--- src/hw/rtl/lhp_pkg.sv ---
`default_nettype none

package lhp_pkg;

    localparam int BUCKET_COUNT = 10;
    localparam int BIDX_W       = $clog2(BUCKET_COUNT);
    localparam int S_TDATA_W    = 56;
    localparam int M_TDATA_W    = 192;
    localparam int ALU_W        = 64;

    localparam logic [1:0] CMD_RECORD = 2'd0;
    localparam logic [1:0] CMD_QUERY  = 2'd1;
    localparam logic [1:0] CMD_CLEAR  = 2'd2;

    localparam logic ALU_ADD = 1'b0;
    localparam logic ALU_SUB = 1'b1;

    localparam logic [16:0] Q16_ONE = 17'h10000;
    localparam logic [62:0] SUM_MAX = {63{1'b1}};
    localparam logic [31:0] U32_MAX = {32{1'b1}};

    typedef logic [BIDX_W-1:0] bidx_t;

    typedef struct packed {
        logic             op;
        logic [ALU_W-1:0] a;
        logic [ALU_W-1:0] b;
    } alu_req_t;

    typedef struct packed {
        logic [ALU_W-1:0] res;
        logic             carry;
        logic             lt;
    } alu_rsp_t;

    // Upper bound of each finite bucket in microseconds.
    function automatic logic [30:0] bound_us(input logic [3:0] idx);
        logic [30:0] b;
        case (idx)
            4'd0:    b = 31'd250;
            4'd1:    b = 31'd500;
            4'd2:    b = 31'd1000;
            4'd3:    b = 31'd2000;
            4'd4:    b = 31'd4000;
            4'd5:    b = 31'd8000;
            4'd6:    b = 31'd16670;
            4'd7:    b = 31'd33000;
            4'd8:    b = 31'd50000;
            4'd9:    b = 31'd100000;
            4'd10:   b = 31'd200000;
            4'd11:   b = 31'd400000;
            4'd12:   b = 31'd800000;
            4'd13:   b = 31'd1600000;
            4'd14:   b = 31'd3200000;
            default: b = 31'd0;
        endcase
        return b;
    endfunction

endpackage

`default_nettype wire

--- src/hw/rtl/lhp_alu.sv ---
`default_nettype none

module lhp_alu (
    input  wire lhp_pkg::alu_req_t req,
    output lhp_pkg::alu_rsp_t      rsp
);
    import lhp_pkg::*;

    logic [ALU_W-1:0] b_eff;
    logic [ALU_W:0]   full;

    assign b_eff = (req.op == ALU_SUB) ? ~req.b : req.b;
    assign full  = {1'b0, req.a} + {1'b0, b_eff} + {{ALU_W{1'b0}}, req.op};

    assign rsp.res   = full[ALU_W-1:0];
    assign rsp.carry = full[ALU_W];
    // A subtraction without carry out means a is below b.
    assign rsp.lt    = (req.op == ALU_SUB) && !full[ALU_W];

endmodule

`default_nettype wire

--- src/hw/rtl/latency_histogram_percentile.sv ---
// Sequence: a clear or an unused command goes straight to the output state; a record passes
// through ST_SUM, ST_MAX and ST_FIND (the bucket search compares one bound a cycle), and a
// query passes through ST_RANK, which goes straight to ST_OUT on an empty histogram, else
// through ST_SCAN (the tally scan takes one bucket a cycle) before ST_OUT offers the result.
// Throughput: one item at a time; the next item is accepted only once the state is idle and
// the previous result has been taken.
// Reset: synchronous active-low aresetn zeroes all statistics and empties the output.
`default_nettype none

module latency_histogram_percentile (
    input  wire                             aclk,
    input  wire                             aresetn,
    input  wire                             s_tvalid,
    output logic                            s_tready,
    // Fields from bit 0: sample_us[31:0], percentile_q16[48:32], zero fill.
    input  wire [lhp_pkg::S_TDATA_W-1:0]    s_tdata,
    // Fields from bit 0: cmd[1:0].
    input  wire [1:0]                       s_tuser,
    output logic                            m_tvalid,
    input  wire                             m_tready,
    // Fields from bit 0: sample_count[31:0], total_us[94:32], max_us[125:95],
    // last_us[156:126], percentile_us[187:157], zero fill.
    output logic [lhp_pkg::M_TDATA_W-1:0]   m_tdata
);
    import lhp_pkg::*;

    localparam logic [2:0] ST_IDLE = 3'd0;
    localparam logic [2:0] ST_SUM  = 3'd1;
    localparam logic [2:0] ST_MAX  = 3'd2;
    localparam logic [2:0] ST_FIND = 3'd3;
    localparam logic [2:0] ST_RANK = 3'd4;
    localparam logic [2:0] ST_SCAN = 3'd5;
    localparam logic [2:0] ST_OUT  = 3'd6;

    localparam bidx_t LAST_IDX = BIDX_W'(BUCKET_COUNT - 1);

    logic [2:0]  state_reg, state_next;
    logic [30:0] samp_reg, samp_next;
    logic [16:0] pct_reg, pct_next;
    bidx_t       idx_reg, idx_next;
    logic [31:0] rem_reg, rem_next;
    logic [30:0] ans_reg, ans_next;
    logic [31:0] tally_reg, tally_next;
    logic [62:0] sum_reg, sum_next;
    logic [30:0] max_reg, max_next;
    logic [30:0] last_reg, last_next;
    logic [31:0] bucket_reg [BUCKET_COUNT];
    logic [31:0] bucket_next [BUCKET_COUNT];
    logic        m_valid_reg, m_valid_next;
    logic [M_TDATA_W-1:0] m_data_reg, m_data_next;

    alu_req_t    alu_req;
    alu_rsp_t    alu_rsp;
    logic [30:0] cur_bound;
    logic [31:0] cur_bucket;
    logic [47:0] rank_prod;

    lhp_alu u_alu (
        .req (alu_req),
        .rsp (alu_rsp)
    );

    assign cur_bound  = bound_us(4'(idx_reg));
    assign cur_bucket = bucket_reg[idx_reg];
    assign rank_prod  = pct_reg[15:0] * tally_reg;

    assign s_tready = (state_reg == ST_IDLE) && !m_valid_reg;
    assign m_tvalid = m_valid_reg;
    assign m_tdata  = m_data_reg;

    always_comb begin
        state_next   = state_reg;
        samp_next    = samp_reg;
        pct_next     = pct_reg;
        idx_next     = idx_reg;
        rem_next     = rem_reg;
        ans_next     = ans_reg;
        tally_next   = tally_reg;
        sum_next     = sum_reg;
        max_next     = max_reg;
        last_next    = last_reg;
        bucket_next  = bucket_reg;
        m_valid_next = m_valid_reg;
        m_data_next  = m_data_reg;
        alu_req.op   = ALU_SUB;
        alu_req.a    = '0;
        alu_req.b    = '0;

        if (m_valid_reg && m_tready) begin
            m_valid_next = 1'b0;
        end

        unique case (state_reg)
            ST_IDLE: begin
                if (s_tvalid && s_tready) begin
                    samp_next = s_tdata[31] ? 31'd0 : s_tdata[30:0];
                    pct_next  = (s_tdata[48:32] > Q16_ONE) ? Q16_ONE : s_tdata[48:32];
                    ans_next  = '0;
                    case (s_tuser)
                        CMD_RECORD: state_next = ST_SUM;
                        CMD_QUERY:  state_next = ST_RANK;
                        CMD_CLEAR: begin
                            tally_next = '0;
                            sum_next   = '0;
                            max_next   = '0;
                            last_next  = '0;
                            for (int i = 0; i < BUCKET_COUNT; i++) begin
                                bucket_next[i] = '0;
                            end
                            state_next = ST_OUT;
                        end
                        default:    state_next = ST_OUT;
                    endcase
                end
            end
            ST_SUM: begin
                alu_req.op = ALU_ADD;
                alu_req.a  = {1'b0, sum_reg};
                alu_req.b  = {33'd0, samp_reg};
                sum_next   = alu_rsp.res[63] ? SUM_MAX : alu_rsp.res[62:0];
                tally_next = (tally_reg == U32_MAX) ? tally_reg : tally_reg + 32'd1;
                last_next  = samp_reg;
                state_next = ST_MAX;
            end
            ST_MAX: begin
                alu_req.a  = {33'd0, max_reg};
                alu_req.b  = {33'd0, samp_reg};
                if (alu_rsp.lt) begin
                    max_next = samp_reg;
                end
                idx_next   = '0;
                state_next = ST_FIND;
            end
            ST_FIND: begin
                alu_req.a = {33'd0, samp_reg};
                alu_req.b = {33'd0, cur_bound};
                if (alu_rsp.lt || idx_reg == LAST_IDX) begin
                    if (cur_bucket != U32_MAX) begin
                        bucket_next[idx_reg] = cur_bucket + 32'd1;
                    end
                    state_next = ST_OUT;
                end else begin
                    idx_next = idx_reg + BIDX_W'(1);
                end
            end
            ST_RANK: begin
                idx_next = '0;
                if (tally_reg == '0) begin
                    state_next = ST_OUT;
                end else begin
                    rem_next   = pct_reg[16] ? tally_reg - 32'd1 : rank_prod[47:16];
                    state_next = ST_SCAN;
                end
            end
            ST_SCAN: begin
                // The remaining rank falls in this bucket once it is below the bucket tally.
                alu_req.a = {32'd0, rem_reg};
                alu_req.b = {32'd0, cur_bucket};
                if (alu_rsp.lt) begin
                    ans_next   = (idx_reg == LAST_IDX) ? max_reg : cur_bound;
                    state_next = ST_OUT;
                end else if (idx_reg == LAST_IDX) begin
                    ans_next   = max_reg;
                    state_next = ST_OUT;
                end else begin
                    rem_next = alu_rsp.res[31:0];
                    idx_next = idx_reg + BIDX_W'(1);
                end
            end
            ST_OUT: begin
                m_data_next  = {4'd0, ans_reg, last_reg, max_reg, sum_reg, tally_reg};
                m_valid_next = 1'b1;
                state_next   = ST_IDLE;
            end
            default: state_next = ST_IDLE;
        endcase
    end

    always_ff @(posedge aclk) begin
        if (!aresetn) begin
            state_reg   <= ST_IDLE;
            m_valid_reg <= 1'b0;
            tally_reg   <= '0;
            sum_reg     <= '0;
            max_reg     <= '0;
            last_reg    <= '0;
            for (int i = 0; i < BUCKET_COUNT; i++) begin
                bucket_reg[i] <= '0;
            end
        end else begin
            state_reg   <= state_next;
            m_valid_reg <= m_valid_next;
            tally_reg   <= tally_next;
            sum_reg     <= sum_next;
            max_reg     <= max_next;
            last_reg    <= last_next;
            bucket_reg  <= bucket_next;
        end
    end

    always_ff @(posedge aclk) begin
        samp_reg   <= samp_next;
        pct_reg    <= pct_next;
        idx_reg    <= idx_next;
        rem_reg    <= rem_next;
        ans_reg    <= ans_next;
        m_data_reg <= m_data_next;
    end

endmodule

`default_nettype wire

--- config.mk ---
export PLATFORM = sky130hd
export DESIGN_NAME = latency_histogram_percentile
export DESIGN_NICKNAME = d
export VERILOG_FILES = /design/src/hw/rtl/lhp_pkg.sv /design/src/hw/rtl/lhp_alu.sv /design/src/hw/rtl/latency_histogram_percentile.sv
export SDC_FILE = /design/constraint.sdc
export NUM_CORES = 2
export LEC_CHECK = 0
export ABC_AREA = 0
export BUFFER_PORTS_ARGS = -buffer_cell sky130_fd_sc_hd__buf_4
export CAP_MARGIN = 20
export CORE_MARGIN = 4
export CORE_UTILIZATION = 68
export CTS_CLUSTER_SIZE = 30
export DETAILED_ROUTE_END_ITERATION = 6
export HOLD_SLACK_MARGIN = 0.06
export PLACE_DENSITY_LB_ADDON = 0.3
export RECOVER_POWER = 50
export REMOVE_ABC_BUFFERS = 1
export SLEW_MARGIN = 0
export SYNTH_ARGS = -nofsm -noshare
export SYNTH_HDL_FRONTEND = slang
export SYNTH_SLANG_ARGS = --single-unit
export TNS_END_PERCENT = 50
--- constraint.sdc ---
create_clock -name aclk -period 16.6 [get_ports aclk]
set_input_delay 0.83 -clock aclk [delete_from_list [all_inputs] [get_ports aclk]]
set_output_delay 0.83 -clock aclk [all_outputs]
set_load 0.05 [all_outputs]
After elaboration in Yosys (flattened, before gate mapping) --
Memories as Yosys holds them, arrays and structs flattened. A register that Yosys moved wholly into a read port is not among the register bits. Index checks and enable logic that the tools add are counted. Widths: inputs -> output; s select.
Cells by class: order comparisons 3, reductions and logical operators 28, bitwise logic cells 2, $add $sub $neg 6, equal/unequal tests 22, muxes and demuxes 51, $mul 1
Operator list (count):
- $mux 320 | 4
- $pmux 320 s2 | 1
- $pmux 127 s4 | 1
- $bwmux 320 | 1
- $mux 32 | 10
- $mux 31 | 7
- $mux 63 | 3
- $pmux 31 s2 | 3
- $bmux 32 s4 | 1
- $demux 32 s4 | 1
- $pmux 32 s2 | 2
- $pmux 63 s2 | 1
- $add 63x64->65 | 1
- $add 65x1->65 | 1
- $add 32x1->32 const B | 2
- $mux 64 | 1
- $not 64->64 | 1
- $mul 16x32->48 | 1
- $eq 32x32->1 const B | 1
- $logic_not 32->1 | 1
- $ne 32x32->1 const B | 1
- $sub 32x1->32 const B | 1
- $pmux 3 s6 | 1
- $gt 17x17->1 const B | 1
- 31 further kinds | 65
Storage, ports and cells: memory bits (read-only) 336, memories 1, flip-flop bits (word level) 784, input bits 62, output and inout port bits 194, logic and storage cells 136
Memory list:
- (name not given) | words 16, width 21, rd ports 1, clocked after Yosys merged registers in 1, write ports 0, line lhp_pkg.sv:39 | case (idx)

Logic depth before layout (Yosys ltp) --
depth in word-level cells 15, gate-level depth with buffers 26, gate-level depth less buffers 23

Hierarchy --
From an unflattened synthesis, not the netlist that was laid out.
Unflattened totals: cells, all modules 5433, area, all modules 53627.7 um^2
Modules (own cells, without submodules):
- latency_histogram_percentile | area each 49110.9 um^2, cells an instance 4799, seq. area each 19128.3 um^2, times used 1
- lhp_alu | area each 4516.8 um^2, cells an instance 634, seq. area each 0.0 um^2, times used 1

Worst setup path after synthesis --
No wires, ideal clock.
path type register to register, from register tally_reg[10], to register rem_reg[30], data pin, period minus slack after synthesis 6.697 ns, buffers on the path 3, data required time 16.420 ns, cell stages (with the launch flop) 24, arrival time 6.517 ns, path slack 9.903 ns, library setup time 0.180 ns, path through dfxtp_1 > clkbuf_1 > clkbuf_1 > clkbuf_1 > nand2_1 > fa_1 > inv_1 > fa_1 > fa_1 > fa_1 > fa_1 > inv_1 > fa_1 > inv_1 > ha_1 > a21oi_1 > nand2_1 > a2111oi_0 > a21oi_1 > a22oi_1 > a31oi_1 > a31oi_1 > xor2_1 > a221oi_1
Between the ends: cells in the longest elaborated chain, start to end 4, elaborated cells between the ends (all ways) 5, those cells by class add/sub (1); mul (1); mux (3)
RTL lines:
- start: declaration | line latency_histogram_percentile.sv:43 | logic [31:0] tally_reg, tally_next;
- start signal: assignment | line latency_histogram_percentile.sv:193 | tally_reg <= tally_next;
- $mul 16x32->48 / $sub 32x1->32 (equally long branches) | line latency_histogram_percentile.sv:65, latency_histogram_percentile.sv:151
- $mux 32 (*) | line latency_histogram_percentile.sv:151 | rem_next = pct_reg[16] ? tally_reg - 32'd1 : rank_prod[47:16];
- $mux 32 (*) | line latency_histogram_percentile.sv:148 | if (tally_reg == '0) begin
- $pmux 32 s2 (*) | line latency_histogram_percentile.sv:93 | unique case (state_reg)
- net rem_next[30] | line latency_histogram_percentile.sv:41 | logic [31:0] rem_reg, rem_next;
- end signal: assignment | line latency_histogram_percentile.sv:205 | rem_reg <= rem_next;
- end: declaration | line latency_histogram_percentile.sv:41
Mark *: on every way through the listed nets, which the timed path passes. The rest lies on a longest branch. The select of a mux whose other input is x is not followed. A chain may end at the register's enable or synchronous reset.

Worst setup path in the final report --
from register tally_reg[14], to register rem_reg[28], data pin
Same word-level chain as after synthesis.

==> run_results.csv <==
group,metric,value,unit
status,outcome,"finished, violations left",
status,violations,"capacitance limit, slew limit",
timing,fin_ws,7.49,ns
clock_tree,clk_latency,0.67,ns
timing,min_period,9.11,ns
timing,hold_viol,0,
clock_tree,cts_made_buffers,83,
flow_run,maxCapViolations,21,
logic_synthesis,synth.largest_area_cell,"dfxtp_1",
placed_design,gp_congestion,0.971,
logic_synthesis,synth_flop_cell,"dfxtp_1",
clock_tree,htreeDepth,3,
setup_path,ff2ff_setup_slack,7.49,ns
setup_path,cp_max_fo,23,
setup_path,crit_path_top_delay_cell,"clkbuf_1",
timing,rsz0062_at_grt,"no",
global_route,antenna_found_initial,5,
power_and_ir_drop,leakagePower,22.9,nW
floorplan,core_area,77300,um^2
clock_tree,ctsHoldBuffers,0,
cells_and_area,multi_input_area,30400,um^2
timing,max_freq,110,MHz
global_route,grt_first_pass_wirelength,246000,um
setup_path,crit_arrival,9.65,ns
cells_and_area,syn_to_final_growth,8.55,%
power_and_ir_drop,p_per_area,145,nW/um^2
setup_path,cpMostUsedCell,"fa_1",
timing,finalSetupTns,0,ns
worst_hold_path,min_to,"m_tdata[182]$_DFFE_PP_",
floorplan,start_util,68.5,%
setup_path,worstPathCellList,"clkbuf_1 -> nand2_1 -> fa_1 -> fa_1 -> fa_1 -> inv_1 -> fa_1 -> fa_1 -> inv_1 -> fa_1 -> inv_1 -> ha_1 -> a21oi_1 -> nand2_1 -> a2111oi_1 -> a21oi_1 -> a22oi_1 -> a31oi_1 -> xnor2_1 -> o21ai_0 -> o21a_1",
logic_synthesis,synth_top_area_share,18.9,%
timing,drv_slew,695,
detailed_routing,avgRoutedWirePerCell,24.3,um
global_route,grt_overflow,0,
cells_and_area,largest_reg_flops,320,
worst_hold_path,hp-class,"reg2reg",
setup_path,worstSetupPathType,"reg2reg",
floorplan,num_rows,102,
placed_design,post-place-ws,8.19,ns
setup_path,r2r_end,"rem_reg[28]$_DFFE_PP_",
logic_synthesis,synth_seq_area_share,36.1,%
logic_synthesis,synth-edff-count,303,
floorplan,dieArea,82400,um^2
cells_and_area,nFillCells,5581,
detailed_routing,num_vias,42900,
logic_synthesis,synthesis.instances,5357,
setup_path,cp.required,17.14,ns
logic_synthesis,yosys_warnings,0,
detailed_routing,viasPerCell,6.57,
setup_path,endpoint_kind,"flop",
cells_and_area,seqCellArea,19100,um^2
clock_tree,post-cts-setup-buffers,0,
detailed_routing,drtAntennaViolNets,0,
clock_tree,clk_pin_slew_worst_paths,0.07,ns
detailed_routing,first_pass_iters,6,
cells_and_area,layout-drive-gt1-share,6.77,%
logic_synthesis,ys_ff_latch,804,
logic_synthesis,yosysUniqueCellTypes,92,
global_route,grt_pass1_vias,43600,
worst_hold_path,min_from,"ans_reg[25]$_SDFFCE_PN0P_",
timing,fin_crit_sh,54.9,%
clock_tree,cts_root_buf,"clkbuf_16",
power_and_ir_drop,ir_worst_vdd,0.151,mV
clock_tree,clockBufferDepth,3,
floorplan,ioPinCount,256,
clock_tree,cts.sinks,804,
setup_path,r2r-start,"tally_reg[14]$_SDFFE_PN0P_",
placed_design,hpwl,103000,um
global_route,grt_usage,38.3,%
logic_synthesis,yosysMostFrequentCell,"nand2_1",
logic_synthesis,yosys-top-cells-count,"557 x nand2_1, 501 x dfxtp_1, 464 x inv_1, 418 x fa_1, 345 x nor2b_1",
timing,max_slew_margin,-191,%
timing,clock_skew,0.0612,ns
setup_path,cp-start-kind,"flop",
cells_and_area,finish.net_count,6051,
detailed_routing,drtIter0Drc,5084,
logic_synthesis,syn_avg_cell_area,9.88,um^2
logic_synthesis,async_flop_share,0,%
setup_path,reg2reg_depth,21,
clock_tree,cts_tree,"done",
setup_path,cp_slowest_stage_delay,1.26,ns
timing,tightest_slew,4.36,ns
timing,setup_viol,0,
clock_tree,cts_resized,0,
floorplan,die_w,287,um
logic_synthesis,synthesis.area,52900,um^2
global_route,grt_max_degree,263,
worst_hold_path,holdPathStages,0,
detailed_routing,routed_wl,159000,um
detailed_routing,drc,0,
floorplan,fp.dieH,287,um
logic_synthesis,synth_area_leaders,"dfxtp_1 19%, edfxtp_1 17%, fa_1 16%",
placed_design,io_buffers,244,
-- cells by family after synthesis --
| kind of cell | synth area share [%] |
|---|---|
| AND/OR/NAND/NOR | 16.4 |
| AO/OA/AOI/OAI | 14.5 |
| other | 0.00708 |
| multiplexers | 4.16 |
| buffers and inverters | 6.73 |
| adder cells (fa/ha/maj) | 19.7 |
| XOR/XNOR | 2.35 |
| flip-flops | 36.1 |
-- report_power, final --
part | leakage (nW) | total, mW | switching [mW] | internal [mW]
registers | 6.84 | 2.59 | 0.226 | 2.36
logic | 14.6 | 3.76 | 2.66 | 1.10
clock network | 1.43 | 1.96 | 0.815 | 1.14
total | 22.9 | 8.31 | 3.70 | 4.61
-- through the flow --
| stage | hold WS, ns | instances | util [%] | total power [mW] | instance area (um^2) |
|---|---|---|---|---|---|
| after floorplan | 0.400 | 4953 | - | 4.92 | 51100 |
| after global placement | 0.402 | 6357 | 71.5 | 6.14 | 55300 |
| after detailed placement | 0.405 | 6360 | 71.6 | 6.21 | 55400 |
| after CTS | 0.403 | 6514 | 75.3 | 8.17 | 58300 |
| after global routing | 0.420 | 6519 | 74.3 | 8.60 | 57500 |
| final | 0.414 | 6522 | 74.3 | 8.31 | 57500 |
-- cell usage in the layout (no fill, tap or decap), drive strengths merged, types with 37 or more instances in the layout --
cell type and n:
a22oi 296, clkbuf 345, xnor2 78, nand4 69, fa 418, nand2 559
inv 468, edfxtp 303, nor2 213, dfxtp 501, nor3 47, o21ai 144
mux2i 184, nor2b 353, and2 232, nand3 63, a22o 38, a221o 38
buf 142, a32o 41, a21o 63, a21oi 153, xor2 64, o22ai 37
ha 163
-- critical path: cells and delay by family, from the launching register on --
kind,cells,cell delay (ns)
AND/OR/NAND/NOR,2,0.31
adder cells (fa/ha/maj),7,3.41
AO/OA/AOI/OAI,7,3.36
buffers and inverters,4,1.41
XOR/XNOR,1,0.18
flip-flops,1,0.31
-- worst max-delay path by stage --
stage | start | endpoint | slack [ns] | cells after the start
floorplan | state_reg[0]$_SDFFE_PN0P_ | max_reg[0]$_SDFFE_PN0P_ | 4.85 | 11
detailed placement | pct_reg[7]$_SDFFCE_PN0P_ | rem_reg[28]$_DFFE_PP_ | 8.19 | 21
global placement | pct_reg[11]$_SDFFCE_PN0P_ | rem_reg[26]$_DFFE_PP_ | 8.23 | 21
global route | tally_reg[13]$_SDFFE_PN0P_ | rem_reg[26]$_DFFE_PP_ | 7.24 | 21
CTS | pct_reg[11]$_SDFFCE_PN0P_ | rem_reg[28]$_DFFE_PP_ | 8.20 | 21
finish | tally_reg[14]$_SDFFE_PN0P_ | rem_reg[28]$_DFFE_PP_ | 7.49 | 21
-- layer usage --
metal,GRT usage [%],up-vias,routed length [um]
met1,48.1,20900,57500
met3,10.2,608,19500
li1,-,18500,-
met2,60.4,2837,72100
met5,0,-,12
met4,21.5,2,9580
-- final cells by class --
cell class                      count  area share (%)
Clock buffer                      117            4.23
Sequential cell                   804            33.3
Inverter                          466            3.04
Multi-Input combinational cell   3683            52.9
Clock inverter                     37           0.805
Timing Repair Buffer              370            3.47
Antenna cell                        5          0.0218
Tap cell                         1040            2.26
Note: power is estimated with default switching activity, not from simulation.
